$ cat config.mk
export PLATFORM = sky130hd
export DESIGN_NAME = multi_register_block_transfer_top
export DESIGN_NICKNAME = d
export VERILOG_FILES = /design/src/sv/mrbt_pkg.sv /design/src/sv/mrbt_ctrl.sv /design/src/sv/mrbt_dp.sv /design/src/sv/multi_register_block_transfer_top.sv
export SDC_FILE = /design/constraint.sdc
export NUM_CORES = 2
export LEC_CHECK = 0
export BUFFER_PORTS_ARGS = -buffer_cell sky130_fd_sc_hd__buf_2
export CORE_MARGIN = 1.5
export CORE_UTILIZATION = 50
export DETAILED_ROUTE_END_ITERATION = 7
export GPL_TIMING_DRIVEN = 1
export PLACE_DENSITY = 0.71
export RECOVER_POWER = 50
export SLEW_MARGIN = 10
export SYNTH_ARGS = -nofsm -noshare
export SYNTH_HDL_FRONTEND = slang
export SYNTH_SLANG_ARGS = --single-unit
$ cat constraint.sdc
create_clock -name clk_i -period 9.1 [get_ports clk_i]
set_clock_uncertainty 0.15 [all_clocks]
set_input_delay 0.455 -clock clk_i [delete_from_list [all_inputs] [get_ports clk_i]]
set_output_delay 0.455 -clock clk_i [all_outputs]
set_load 0.02 [all_outputs]
$ cat src/sv/mrbt_pkg.sv
// shared types, codes and decode helpers for the multi-register block transfer
package mrbt_pkg;

  localparam int unsigned RegCount = 16;
  localparam int unsigned RegIdxW  = $clog2(RegCount);
  localparam int unsigned DataW    = 32;
  localparam int unsigned MaskW    = 16;
  localparam int unsigned CycW     = 7;

  typedef enum logic [1:0] {
    FUNC_WR_REG,
    FUNC_RD_REG,
    FUNC_START,
    FUNC_RET
  } func_e;

  typedef enum logic [1:0] {
    KIND_REG_DATA,
    KIND_BUS_WR,
    KIND_BUS_RD,
    KIND_DONE
  } kind_e;

  localparam logic [2:0] ModePostInc = 3'd3;
  localparam logic [2:0] ModePreDec  = 3'd4;

  typedef struct packed {
    logic latch;
    logic reg_wr;
    logic emit_rd;
    logic start;
    logic step;
    logic fin_start;
    logic ret;
    logic ret_fin;
  } cmd_t;

  typedef struct packed {
    func_e func;
    logic  to_mem;
    logic  work_empty;
    logic  work_last;
    logic  busy;
    logic  pend_nz;
    logic  pend_last;
    logic  out_free;
  } status_t;

  function automatic logic [CycW-1:0] base_cycles(input logic [2:0] mode,
                                                  input logic [2:0] ar,
                                                  input logic to_mem);
    logic [CycW-1:0] c;
    c = CycW'(8);
    if (to_mem) begin
      unique case (mode)
        3'd2, 3'd4: c = CycW'(8);
        3'd5:       c = CycW'(12);
        3'd6:       c = CycW'(14);
        3'd7: begin
          if (ar == 3'd0) c = CycW'(12);
          else if (ar == 3'd1) c = CycW'(16);
        end
        default:    c = CycW'(8);
      endcase
    end else begin
      unique case (mode)
        3'd2, 3'd3: c = CycW'(12);
        3'd5:       c = CycW'(16);
        3'd6:       c = CycW'(18);
        3'd7: begin
          if (ar == 3'd0) c = CycW'(16);
          else if (ar == 3'd1) c = CycW'(20);
          else if (ar == 3'd2) c = CycW'(16);
          else if (ar == 3'd3) c = CycW'(18);
        end
        default:    c = CycW'(8);
      endcase
    end
    return c;
  endfunction

  function automatic logic [RegIdxW-1:0] lowest_bit(input logic [MaskW-1:0] m);
    logic [RegIdxW-1:0] idx;
    idx = '0;
    for (int i = MaskW - 1; i >= 0; i--) begin
      if (m[i]) idx = RegIdxW'(i);
    end
    return idx;
  endfunction

endpackage

$ cat src/sv/mrbt_ctrl.sv
// sequencing state machine for register access, transfer walk and read returns
module mrbt_ctrl (
  input  logic             clk_i,
  input  logic             rst_ni,
  input  logic             in_valid_i,
  output logic             in_ready_o,
  input  mrbt_pkg::status_t status_i,
  output mrbt_pkg::cmd_t    cmd_o
);

  typedef enum logic [1:0] {
    ST_IDLE,
    ST_EXEC,
    ST_WALK,
    ST_RFIN
  } state_e;

  state_e state_q, state_d;

  assign in_ready_o = (state_q == ST_IDLE);

  always_comb begin
    state_d = state_q;
    cmd_o   = '0;
    unique case (state_q)
      ST_IDLE: begin
        if (in_valid_i) begin
          cmd_o.latch = 1'b1;
          state_d     = ST_EXEC;
        end
      end
      ST_EXEC: begin
        unique case (status_i.func)
          mrbt_pkg::FUNC_WR_REG: begin
            cmd_o.reg_wr = 1'b1;
            state_d      = ST_IDLE;
          end
          mrbt_pkg::FUNC_RD_REG: begin
            if (status_i.out_free) begin
              cmd_o.emit_rd = 1'b1;
              state_d       = ST_IDLE;
            end
          end
          mrbt_pkg::FUNC_START: begin
            cmd_o.start = 1'b1;
            state_d     = ST_WALK;
          end
          mrbt_pkg::FUNC_RET: begin
            if (status_i.busy && status_i.pend_nz) begin
              cmd_o.ret = 1'b1;
              state_d   = status_i.pend_last ? ST_RFIN : ST_IDLE;
            end else begin
              state_d = ST_IDLE;
            end
          end
          default: state_d = ST_IDLE;
        endcase
      end
      ST_WALK: begin
        if (status_i.out_free) begin
          if (status_i.work_empty) begin
            cmd_o.fin_start = 1'b1;
            state_d         = ST_IDLE;
          end else begin
            cmd_o.step = 1'b1;
            if (!status_i.to_mem && status_i.work_last) state_d = ST_IDLE;
          end
        end
      end
      ST_RFIN: begin
        if (status_i.out_free) begin
          cmd_o.ret_fin = 1'b1;
          state_d       = ST_IDLE;
        end
      end
      default: state_d = ST_IDLE;
    endcase
  end

  always_ff @(posedge clk_i or negedge rst_ni) begin
    if (!rst_ni) begin
      state_q <= ST_IDLE;
    end else begin
      state_q <= state_d;
    end
  end

endmodule

$ cat src/sv/mrbt_dp.sv
// register file, transfer address and mask registers, and the result word register
module mrbt_dp (
  input  logic                            clk_i,
  input  logic                            rst_ni,
  input  mrbt_pkg::cmd_t                  cmd_i,
  output mrbt_pkg::status_t               status_o,
  input  logic [1:0]                      func_i,
  input  logic [mrbt_pkg::RegIdxW-1:0]    reg_index_i,
  input  logic [mrbt_pkg::DataW-1:0]      data_word_i,
  input  logic [15:0]                     instruction_word_i,
  input  logic [mrbt_pkg::MaskW-1:0]      reg_mask_i,
  input  logic [mrbt_pkg::DataW-1:0]      ea_address_i,
  input  logic                            out_ready_i,
  output logic                            out_valid_o,
  output logic [1:0]                      kind_o,
  output logic [mrbt_pkg::DataW-1:0]      bus_address_o,
  output logic [mrbt_pkg::DataW-1:0]      out_data_o,
  output logic                            long_access_o,
  output logic [mrbt_pkg::CycW-1:0]       cycle_count_o,
  output logic                            last_o
);

  localparam int unsigned DW = mrbt_pkg::DataW;
  localparam int unsigned IW = mrbt_pkg::RegIdxW;
  localparam int unsigned MW = mrbt_pkg::MaskW;
  localparam int unsigned CW = mrbt_pkg::CycW;

  // latched input word
  logic [1:0]    func_q;
  logic [IW-1:0] idx_q;
  logic [DW-1:0] data_q;
  logic [15:0]   op_q;
  logic [MW-1:0] mask_q;
  logic [DW-1:0] ea_q;

  logic [DW-1:0] rf_q [mrbt_pkg::RegCount];

  // transfer walk
  logic [DW-1:0] addr_q;
  logic [CW-1:0] cyc_q;
  logic [MW-1:0] work_q;

  // pending read state
  logic          busy_q;
  logic [MW-1:0] pend_q;
  logic [DW-1:0] cur_q;
  logic          flag_lng_q;
  logic          flag_pi_q;
  logic [2:0]    flag_ar_q;
  logic [CW-1:0] acc_q;

  // result word register
  logic                out_valid_q;
  mrbt_pkg::kind_e     kind_q;
  logic [DW-1:0]       out_addr_q;
  logic [DW-1:0]       out_data_q;
  logic                out_lng_q;
  logic [CW-1:0]       out_cyc_q;
  logic                out_last_q;

  logic          to_mem, lng, predec_wr, postinc_rd;
  logic [2:0]    mode, ar;
  logic [IW-1:0] an_idx, walk_bit, walk_reg, pend_bit, rd_idx, wa;
  logic [MW-1:0] work_clr, pend_clr;
  logic [DW-1:0] size, ret_size, addr_dn, addr_up, step_addr, start_addr, rd_val, ret_val, wd;
  logic [CW-1:0] base;
  logic          we, emit, out_free;

  assign to_mem     = !op_q[10];
  assign lng        = op_q[6];
  assign mode       = op_q[5:3];
  assign ar         = op_q[2:0];
  assign an_idx     = {1'b1, ar};
  assign predec_wr  = to_mem && (mode == mrbt_pkg::ModePreDec);
  assign postinc_rd = !to_mem && (mode == mrbt_pkg::ModePostInc);
  assign size       = lng ? DW'(4) : DW'(2);
  assign ret_size   = flag_lng_q ? DW'(4) : DW'(2);
  assign base       = mrbt_pkg::base_cycles(mode, ar, to_mem);

  assign walk_bit = mrbt_pkg::lowest_bit(work_q);
  assign walk_reg = predec_wr ? ~walk_bit : walk_bit;
  assign work_clr = work_q & ~(MW'(1) << walk_bit);
  assign pend_bit = mrbt_pkg::lowest_bit(pend_q);
  assign pend_clr = pend_q & ~(MW'(1) << pend_bit);

  assign addr_dn   = addr_q - size;
  assign addr_up   = addr_q + size;
  assign step_addr = predec_wr ? addr_dn : addr_q;

  always_comb begin
    if (cmd_i.start) rd_idx = an_idx;
    else if (cmd_i.step) rd_idx = walk_reg;
    else rd_idx = idx_q;
  end
  assign rd_val     = rf_q[rd_idx];
  assign start_addr = (predec_wr || postinc_rd) ? rd_val : ea_q;
  assign ret_val    = flag_lng_q ? data_q : {{16{data_q[15]}}, data_q[15:0]};

  always_comb begin
    we = 1'b0;
    wa = idx_q;
    wd = data_q;
    priority if (cmd_i.reg_wr) begin
      we = 1'b1;
    end else if (cmd_i.ret) begin
      we = 1'b1;
      wa = pend_bit;
      wd = ret_val;
    end else if (cmd_i.fin_start && predec_wr) begin
      we = 1'b1;
      wa = an_idx;
      wd = addr_q;
    end else if (cmd_i.ret_fin && flag_pi_q) begin
      we = 1'b1;
      wa = {1'b1, flag_ar_q};
      wd = cur_q;
    end
  end

  always_ff @(posedge clk_i or negedge rst_ni) begin
    if (!rst_ni) begin
      for (int i = 0; i < mrbt_pkg::RegCount; i++) rf_q[i] <= '0;
    end else if (we) begin
      rf_q[wa] <= wd;
    end
  end

  always_ff @(posedge clk_i) begin
    if (cmd_i.latch) begin
      func_q <= func_i;
      idx_q  <= reg_index_i;
      data_q <= data_word_i;
      op_q   <= instruction_word_i;
      mask_q <= reg_mask_i;
      ea_q   <= ea_address_i;
    end
  end

  always_ff @(posedge clk_i or negedge rst_ni) begin
    if (!rst_ni) begin
      addr_q <= '0;
      cyc_q  <= '0;
      work_q <= '0;
    end else if (cmd_i.start) begin
      addr_q <= start_addr;
      cyc_q  <= base;
      work_q <= mask_q;
    end else if (cmd_i.step) begin
      addr_q <= predec_wr ? addr_dn : addr_up;
      cyc_q  <= cyc_q + size[CW-1:0];
      work_q <= work_clr;
    end
  end

  always_ff @(posedge clk_i or negedge rst_ni) begin
    if (!rst_ni) begin
      busy_q     <= 1'b0;
      pend_q     <= '0;
      cur_q      <= '0;
      flag_lng_q <= 1'b0;
      flag_pi_q  <= 1'b0;
      flag_ar_q  <= '0;
      acc_q      <= '0;
    end else if (cmd_i.start) begin
      busy_q <= 1'b0;
      pend_q <= '0;
      if (!to_mem && (mask_q != '0)) begin
        busy_q     <= 1'b1;
        pend_q     <= mask_q;
        cur_q      <= start_addr;
        flag_lng_q <= lng;
        flag_pi_q  <= postinc_rd;
        flag_ar_q  <= ar;
        acc_q      <= base;
      end
    end else if (cmd_i.ret) begin
      pend_q <= pend_clr;
      cur_q  <= cur_q + ret_size;
      acc_q  <= acc_q + ret_size[CW-1:0];
      if (pend_clr == '0) busy_q <= 1'b0;
    end
  end

  assign out_free = !out_valid_q || out_ready_i;
  assign emit     = cmd_i.emit_rd || cmd_i.step || cmd_i.fin_start || cmd_i.ret_fin;

  always_ff @(posedge clk_i or negedge rst_ni) begin
    if (!rst_ni) begin
      out_valid_q <= 1'b0;
    end else if (emit) begin
      out_valid_q <= 1'b1;
    end else if (out_ready_i) begin
      out_valid_q <= 1'b0;
    end
  end

  always_ff @(posedge clk_i) begin
    if (emit) begin
      out_addr_q <= '0;
      out_data_q <= '0;
      out_cyc_q  <= '0;
      out_last_q <= 1'b1;
      priority if (cmd_i.emit_rd) begin
        kind_q     <= mrbt_pkg::KIND_REG_DATA;
        out_data_q <= rd_val;
        out_lng_q  <= 1'b0;
      end else if (cmd_i.step) begin
        kind_q     <= to_mem ? mrbt_pkg::KIND_BUS_WR : mrbt_pkg::KIND_BUS_RD;
        out_addr_q <= step_addr;
        out_lng_q  <= lng;
        out_last_q <= !to_mem && (work_clr == '0);
        if (to_mem) out_data_q <= lng ? rd_val : {16'h0000, rd_val[15:0]};
      end else if (cmd_i.fin_start) begin
        kind_q    <= mrbt_pkg::KIND_DONE;
        out_lng_q <= lng;
        out_cyc_q <= cyc_q;
      end else begin
        kind_q    <= mrbt_pkg::KIND_DONE;
        out_lng_q <= flag_lng_q;
        out_cyc_q <= acc_q;
      end
    end
  end

  assign out_valid_o   = out_valid_q;
  assign kind_o        = kind_q;
  assign bus_address_o = out_addr_q;
  assign out_data_o    = out_data_q;
  assign long_access_o = out_lng_q;
  assign cycle_count_o = out_cyc_q;
  assign last_o        = out_last_q;

  assign status_o.func       = mrbt_pkg::func_e'(func_q);
  assign status_o.to_mem     = to_mem;
  assign status_o.work_empty = (work_q == '0);
  assign status_o.work_last  = (work_clr == '0);
  assign status_o.busy       = busy_q;
  assign status_o.pend_nz    = (pend_q != '0);
  assign status_o.pend_last  = (pend_clr == '0);
  assign status_o.out_free   = out_free;

endmodule

$ cat src/sv/multi_register_block_transfer_top.sv
// top level of the multi-register block transfer unit
//
// one input channel (in_valid_i/in_ready_o) takes a word carrying func,
// reg_index, data_word, instruction_word, reg_mask and ea_address; one
// output channel (out_valid_o/out_ready_i) gives result words of kind,
// bus_address, out_data, long_access, cycle_count and last
// one input word is handled at a time; in_ready_o is high only when idle
// register write: no result
// register read: one result word
// transfer start with n mask bits: n bus write or read requests, one per
//   cycle from the mask walk while the output register is free; done
//   follows the writes of a store and is the only word of an empty-mask load
// read data return: no result word but on the final datum, which gives done
// the mask walk advances one result word per cycle through a single
//   output register; a stalled receiver halts the walk in place
// reset clears the register file and all transfer state, and drops
//   any pending read
module multi_register_block_transfer_top (
  input  logic                          clk_i,
  input  logic                          rst_ni,
  input  logic                          in_valid_i,
  output logic                          in_ready_o,
  input  logic [1:0]                    func_i,
  input  logic [mrbt_pkg::RegIdxW-1:0]  reg_index_i,
  input  logic [mrbt_pkg::DataW-1:0]    data_word_i,
  input  logic [15:0]                   instruction_word_i,
  input  logic [mrbt_pkg::MaskW-1:0]    reg_mask_i,
  input  logic [mrbt_pkg::DataW-1:0]    ea_address_i,
  output logic                          out_valid_o,
  input  logic                          out_ready_i,
  output logic [1:0]                    kind_o,
  output logic [mrbt_pkg::DataW-1:0]    bus_address_o,
  output logic [mrbt_pkg::DataW-1:0]    out_data_o,
  output logic                          long_access_o,
  output logic [mrbt_pkg::CycW-1:0]     cycle_count_o,
  output logic                          last_o
);

  mrbt_pkg::cmd_t    cmd;
  mrbt_pkg::status_t status;

  mrbt_ctrl u_ctrl (
    .clk_i      (clk_i),
    .rst_ni     (rst_ni),
    .in_valid_i (in_valid_i),
    .in_ready_o (in_ready_o),
    .status_i   (status),
    .cmd_o      (cmd)
  );

  mrbt_dp u_dp (
    .clk_i              (clk_i),
    .rst_ni             (rst_ni),
    .cmd_i              (cmd),
    .status_o           (status),
    .func_i             (func_i),
    .reg_index_i        (reg_index_i),
    .data_word_i        (data_word_i),
    .instruction_word_i (instruction_word_i),
    .reg_mask_i         (reg_mask_i),
    .ea_address_i       (ea_address_i),
    .out_ready_i        (out_ready_i),
    .out_valid_o        (out_valid_o),
    .kind_o             (kind_o),
    .bus_address_o      (bus_address_o),
    .out_data_o         (out_data_o),
    .long_access_o      (long_access_o),
    .cycle_count_o      (cycle_count_o),
    .last_o             (last_o)
  );

  a_done_is_last: assert property (@(posedge clk_i) disable iff (!rst_ni)
    (out_valid_o && (kind_o == mrbt_pkg::KIND_DONE)) |-> last_o)
    else $error("done word without last");

  a_busy_has_pending: assert property (@(posedge clk_i) disable iff (!rst_ni)
    status.busy |-> status.pend_nz)
    else $error("reading with empty pending mask");

  a_accept_drops_ready: assert property (@(posedge clk_i) disable iff (!rst_ni)
    (in_valid_i && in_ready_o) |=> !in_ready_o)
    else $error("ready held after accept");

  a_reg_data_clean: assert property (@(posedge clk_i) disable iff (!rst_ni)
    (out_valid_o && (kind_o == mrbt_pkg::KIND_REG_DATA)) |->
      (!long_access_o && (cycle_count_o == '0) && (bus_address_o == '0)))
    else $error("register read word carries transfer fields");

endmodule

==> Yosys cells after proc, flatten, opt, wreduce, memory -nomap -nowiden <==
Cells that the tools add are included.
{ "totals": {"reg_bits": 803, "latch_bits": 0, "ram_bits": 0, "romBits": 0, "inputBits": 106, "n_memories": 0} }
{ "classes": {"add_sub_neg": 5, "mul": 0, "div": 0, "magnitude_cmp": 3, "n_eq_ne": 19, "shift": 2, "mux": 122, "n_bitwise": 8, "reduce_logical": 34} }
{ "op_table": {"columns": ["cell", "n"], "rows": [
  ["two-way mux 32 bit", 20],
  ["bitwise mux 512 bit", 1],
  ["two-way mux 4 bit", 39],
  ["binary-select mux 32 bit (select 4 bit)", 1],
  ["demux 32 bit (select 4 bit)", 1],
  ["two-way mux 16 bit", 5],
  ["two-way mux 7 bit", 11],
  ["adder 32 bit", 2],
  ["logical NOT 16 bit", 3],
  ["bitwise AND 16 bit", 2],
  ["NOT 16 bit", 2],
  ["nonzero test 16 bit", 2],
  ["left shift 1 x 4 -> 16 bit (first input constant)", 2],
  ["subtractor 32 bit", 1],
  ["one-hot mux 7 bit (4 select lines)", 1],
  ["two-way mux 1 bit", 24],
  ["two-way mux 2 bit", 11],
  ["one-hot mux 7 bit (3 select lines)", 1],
  ["one-hot mux 2 bit (4 select lines)", 2],
  ["adder 7 bit", 2],
  ["== test 3 x 2 -> 1 bit (second input constant)", 4],
  ["== test 3 bit (second input constant)", 4],
  ["greater-or-equal comparator 5 bit (second input constant)", 2],
  ["two-way mux 5 bit", 2],
  ["20 further kinds", 48]
]} }

==> Longest topological paths before layout <==
{ "depth": {"ltp_word": 28, "depth_mapped": 17} }

==> Hierarchy <==
From an unflattened synthesis, not the netlist that was laid out.
{ "hier_totals": {"cells_unflattened": 3539, "hier_area_um2": 39516.6} }
{ "modules_own_cells": {"columns": ["module", "instances", "cells_each", "area_each_um2", "seq_area_each_um2"], "rows": [
  ["mrbt_dp", 1, 3509, 39296.4, 20734.9],
  ["mrbt_ctrl", 1, 30, 220.2, 50.0]
]} }

==> Least setup slack after synthesis <==
OpenSTA, ideal clock, no wires.
{ "synth_path": {"path_type": "reg-to-reg", "from": "reg u_dp.work_q[1]", "to": "reg u_dp.out_data_q[17] (netlist: u_dp.out_data_o[17]), data pin", "arrival_time_ns": 3.639, "required_ns": 8.684, "path_slack_ns": 5.046, "stages_incl_launch_ff": 14, "path_buffers": 5, "path_cell_list": "dfrtp_1 > buf_6 > or4_4 > buf_6 > or4_4 > a21oi_4 > a221oi_4 > o211ai_4 > buf_12 > buf_8 > buf_4 > mux4_2 > a221oi_2 > nor2_1"} }
{ "synth_via": {"elab_chain_cells": 14} }
{ "synth_lines": {"columns": ["item", "line_no", "text"], "rows": [
  ["start, declared", "mrbt_dp.sv:41", "logic [MW-1:0] work_q;"],
  ["start signal, assigned", "mrbt_dp.sv:147", "work_q <= mask_q;"],
  ["start signal, assigned", "mrbt_dp.sv:151", "work_q <= work_clr;"],
  ["logical NOT 16 bit / two-way mux 4 bit (equally long branches)", "mrbt_dp.sv:235, mrbt_pkg.sv:86", null],
  ["two-way mux 1 bit / two-way mux 4 bit (equally long branches)", "mrbt_ctrl.sv:61, mrbt_pkg.sv:86", null],
  ["two-way mux 2 bit / NOT 4 bit (equally long branches)", "mrbt_ctrl.sv:60, mrbt_dp.sv:81", null],
  ["two-way mux 2 bit / two-way mux 4 bit (equally long branches)", "mrbt_ctrl.sv:25, mrbt_dp.sv:81", null],
  ["two-way mux 4 bit", "mrbt_dp.sv:92", "else if (cmd_i.step) rd_idx = walk_reg;"],
  ["two-way mux 4 bit", "mrbt_dp.sv:91", "if (cmd_i.start) rd_idx = an_idx;"],
  ["NOT 4 -> 5 bit (implied by the code)", "mrbt_dp.sv:95", "assign rd_val = rf_q[rd_idx];"],
  ["binary-select mux 32 bit (select 4 bit)", "mrbt_dp.sv:95", null],
  ["two-way mux 32 bit (implied by the code) (2 in series)", "mrbt_dp.sv:95", null],
  ["two-way mux 32 bit (2 in series)", "mrbt_dp.sv:212", "if (to_mem) out_data_q <= lng ? rd_val : {16'h0000, rd_val[15:0]};"],
  ["two-way mux 32 bit", "mrbt_dp.sv:207", "end else if (cmd_i.step) begin"],
  ["two-way mux 32 bit *", "mrbt_dp.sv:203", "priority if (cmd_i.emit_rd) begin"],
  ["end signal, assigned", "mrbt_dp.sv:205", "out_data_q <= rd_val;"],
  ["end signal, assigned", "mrbt_dp.sv:212", null],
  ["end, declared", "mrbt_dp.sv:56", "logic [DW-1:0] out_data_q;"]
]} }
Mark *: on every way between the ends. The rest lies on a longest branch, timed or not. The select of a mux whose other input is x is not followed.
A chain may end at the register's enable or synchronous reset.

==> Final worst setup path <==
{ "layout_path": {"from": "reg u_ctrl.state_q[1]", "to": "reg u_dp.cur_q[8]"} }
{ "layout_via": {"elab_chain_cells": 11} }
{ "layout_lines": {"columns": ["item", "line_no", "text"], "rows": [
  ["start, declared", "mrbt_ctrl.sv:18", "state_e state_q, state_d;"],
  ["start signal, assigned", "mrbt_ctrl.sv:84", "state_q <= state_d;"],
  ["== test 2 bit", "mrbt_ctrl.sv:25", "unique case (state_q)"],
  ["two-way mux 2 bit", "mrbt_ctrl.sv:25", null],
  ["two-way mux 4 bit", "mrbt_dp.sv:92", null],
  ["two-way mux 4 bit", "mrbt_dp.sv:91", null],
  ["NOT 4 -> 5 bit (implied by the code)", "mrbt_dp.sv:95", null],
  ["binary-select mux 32 bit (select 4 bit)", "mrbt_dp.sv:95", null],
  ["two-way mux 32 bit (implied by the code) (2 in series)", "mrbt_dp.sv:95", null],
  ["two-way mux 32 bit", "mrbt_dp.sv:96", "assign start_addr = (predec_wr || postinc_rd) ? rd_val : ea_q;"],
  ["two-way mux 32 bit", "mrbt_dp.sv:167", "if (!to_mem && (mask_q != '0)) begin"],
  ["two-way mux 32 bit", "mrbt_dp.sv:164", "end else if (cmd_i.start) begin"],
  ["end signal, assigned", "mrbt_dp.sv:170", "cur_q <= start_addr;"],
  ["end signal, assigned", "mrbt_dp.sv:178", "cur_q <= cur_q + ret_size;"],
  ["end, declared", "mrbt_dp.sv:46", "logic [DW-1:0] cur_q;"]
]} }
Several ways; a longest one is shown, not always the timed one. The select of a mux whose other input is x is not followed.

==> flow_summary_export.csv <==
group,metric,value,unit
cts,numClockSinks,797,
route,drt_iter0_markers,3052,
worst_setup_path,crit_start,"u_ctrl.state_q[1]$_DFFE_PN0P_",
timing,worst_slew_pin_slew,5750,ps
power,p_leak,0.01828,uW
route,drc,10,
layout,drive_gt1_share,18.94,%
worst_setup_path,critPathSlowestCell,"clkbuf_1",
global_route,track_usage,28.98,%
power,p_sw,5678,uW
worst_setup_path,r2r_cells,8,
layout,area_growth,14.33,%
worst_setup_path,worstPathArrival,6880,ps
synthesis,syn-instance-count,3334,
layout,final_cell_mix,"dfrtp_1, nand2_1, o21ai_0",
power,p_sw_share,37.87,%
worst_setup_path,crit_type,"reg2reg",
cts,clockBufferDepth,3,
status,status,"finished with violations",
timing,relSlewSlack,-283.3,%
route,wirelength,112300,um
timing,worst_hold_slack,131.6,ps
place,port_buffers,173,
timing,finalCriticalPeriod,6556,ps
cts,worstSkewPairLatency,650,ps
worst_setup_path,cp-endpoint,"u_dp.cur_q[8]$_DFFE_PN0P_",
synthesis,ys_ff_latch,797,
global_route,antenna_found_initial,2,
synthesis,synthesis.nets,3455,
worst_setup_path,worst_setup_path_start_kind,"flop",
layout,nets,3635,
synthesis,synth_ff_type,"dfrtp_1",
worst_hold_path,min_path_type,"in2reg",
timing,finalMaxSlewViolations,390,
timing,post-route-period-util,72.05,%
worst_setup_path,r2r-end,"u_dp.cur_q[8]$_DFFE_PN0P_",
cts,cts_max_level,3,
synthesis,synth_edf_count,168,
place,dp_hpwl,69290,um
timing,rsz0062_at_grt,"no",
power,p_seq_share,39.9,%
synthesis,ys_seq_area_share,54.82,%
synthesis,async_flop_share,78.92,%
floorplanning,rows,100,
cts,cts_inserted_buffers,86,
worst_setup_path,cp.required,9430,ps
worst_setup_path,end_kind,"flop",
power,peakVddDrop,268.7,uV
run,drv_cap,7,
timing,timing.final.ws_setup,2544,ps
place,placed_area,39650,sq um
synthesis,avgSynthCellArea,11.37,sq um
worst_setup_path,cp_max_fo,41,
cts,cts_setup_buffers,0,
timing,fin_setup_tns,0,ps
status,violations,"DRC, capacitance limit, slew limit",
power,power_frac_comb,35.8,%
timing,fmax,152.5,MHz
power,clockPowerShare,24.3,%
floorplanning,dieArea,77500,sq um
global_route,grt_start_max_net_pins,203,
floorplanning,pin_count,183,
worst_setup_path,path_cells,"nand2b_1 -> nor3b_1 -> clkbuf_1 -> and3_1 -> clkbuf_1 -> nand2_1 -> o21ai_0 -> a21oi_2",
floorplanning,die_x,278.4,um
power,internal_power,9314,uW
global_route,grt_pass1_vias,28080,
worst_setup_path,cp_common_cell,"clkbuf_1",
power,power_density,345.8,nW/um^2
worst_setup_path,critical_path.max_stage_delay,1670,ps
timing,setup_viol,0,
route,vias,28470,
floorplanning,core,74700,sq um
synthesis,netlist_area,37920,sq um
timing,finalHoldViolations,0,
layout,final_util,58.04,%
floorplanning,die_h,278.4,um
synthesis,synthDistinctLibCells,92,
place,place_ws,3402,ps
global_route,grt_pass1_wl,171500,um
cts,cts-root-buf,"clkbuf_16",
global_route,grt-ovfl-total,0,
place,place.gp.congestion,0.9739,
worst_setup_path,r2r-start,"u_ctrl.state_q[1]$_DFFE_PN0P_",
layout,final_common_cell,"dfrtp_1",
layout,fin_area,43350,sq um
floorplanning,initial_core_util,50.76,%
route,detail_route.vias_per_cell,6.250,
worst_setup_path,r2r_setup_slack,2540,ps
route,wl_per_cell,24.65,um
route,dr.pass1.iters,8,
synthesis,ys_warn_count,0,
route,drtAntennaViolNets,0,
cts,cts_tree,"done",
cts,cts.clk_slew.worst_paths,60,ps
-- metrics by stage --
stage	cells	power, uW
after CTS	4554	14940
after floorplan	3334	9631
after global placement	4300	11100
after detailed placement	4300	11240
final	4556	14990
after global routing	4554	15740
-- synthesized netlist by cell type, types with 18 or more instances --
| cell type | number | area share, % |
|---|---|---|
| a22o_1 | 25 | 0.58 |
| a21oi_1 | 236 | 3.1 |
| a221oi_2 | 18 | 0.71 |
| o22a_1 | 19 | 0.44 |
| mux4_2 | 80 | 4.8 |
| clkbuf_1 | 194 | 1.9 |
| o22ai_1 | 27 | 0.45 |
| nand4_1 | 26 | 0.43 |
| mux2i_1 | 65 | 1.7 |
| xnor2_1 | 21 | 0.49 |
| mux2_2 | 238 | 7.1 |
| o21ai_1 | 22 | 0.29 |
| nand3_1 | 61 | 0.81 |
| nand2_1 | 381 | 3.8 |
| buf_2 | 25 | 0.33 |
| o21ai_0 | 297 | 3.9 |
| nor2b_1 | 18 | 0.30 |
| nor3_1 | 38 | 0.50 |
| nor4_1 | 24 | 0.40 |
| xor2_1 | 34 | 0.79 |
| inv_1 | 35 | 0.35 |
| or3_1 | 20 | 0.33 |
| edfxtp_1 | 168 | 13 |
| dfrtp_1 | 629 | 42 |
| o21a_1 | 33 | 0.65 |
| nor2_1 | 274 | 2.7 |
-- power by group through the flow --
stage	Clock [uW]	Sequential, uW	Combinational, uW
6_report	3640	5980	5370
5_1_grt	3830	6130	5780
4_1_cts	3690	5910	5340
3_5_place_dp	0	5970	5280
3_3_place_gp	0	5910	5190
2_1_floorplan	0	5730	3900
-- metal layers --
layer,up-vias,GRT usage (%),wire length (um)
li1,12600,-,-
met1,14180,39.92,45460
met4,2,11.42,4155
met3,260,5.314,10480
met2,1438,45.69,52200
met5,-,0,13
-- area by class of cell --
cell class,instances,area (sq um)
Fill cell,6147,31340
Sequential cell,797,20780
Multi-Input combinational cell,2249,15970
Clock buffer,114,2420
Timing Repair Buffer,345,2317
Tap cell,969,1212
Clock inverter,45,515.5
Inverter,35,131.4
Antenna cell,2,5.005
-- worst min-delay path by stage --
stage / startpoint / endpoint / slack, ps / depth (start not counted)
after floorplan: rst_ni / u_ctrl.state_q[0]$_DFFE_PN0P_ / 9 / 0
after global placement: u_dp.rf_q[224]$_DFFE_PN0P_ / u_dp.rf_q[224]$_DFFE_PN0P_ / 300 / 2
after detailed placement: u_dp.rf_q[237]$_DFFE_PN0P_ / u_dp.rf_q[237]$_DFFE_PN0P_ / 310 / 2
after CTS: out_ready_i / u_ctrl.state_q[1]$_DFFE_PN0P_ / 110 / 4
after global routing: out_ready_i / u_ctrl.state_q[1]$_DFFE_PN0P_ / 150 / 4
final: out_ready_i / u_ctrl.state_q[1]$_DFFE_PN0P_ / 130 / 4
-- repair_timing --
| action | 4_1_cts | 5_1_grt |
|---|---|---|
| resized for setup | 0 | 0 |
| hold buffers | 95 | 0 |
| hold endpoints to repair | 193 | 0 |
| setup endpoints to repair | 0 | 0 |
-- critical path, delay by kind of cell, from the launching register on --
kind / cells / cell delay (ps)
DFF: 1 / 510
AOI/OAI and AO/OA: 2 / 660
buffers and inverters: 2 / 2770
and+or+nand+nor: 4 / 2250
-- kinds of logic (layout without fill, tap and decap cells) --
group                      after synthesis  count (layout)  synth area share (%)
and+or+nand+nor                        922             922                 10.94
AOI/OAI and AO/OA                      856             856                 14.32
DFF                                    797             797                 54.82
muxes                                  400             400                 14.67
buffers and inverters                  288             539                 3.372
xor gates and xnor gates                55              55                 1.270
adders and majority gates               15              15                0.5940
other                                    1               3              0.009890
-- sequential cells by signal, indices dropped and copies added, names as in the netlist, 32 cells and up --
signal,count
u_dp.data_q,32
u_dp.bus_address_o,32
u_dp.cur_q,32
u_dp.addr_q,32
u_dp.out_data_o,32
u_dp.ea_q,32
u_dp.rf_q,512
No activity file was read; power rests on OpenSTA's default activity.
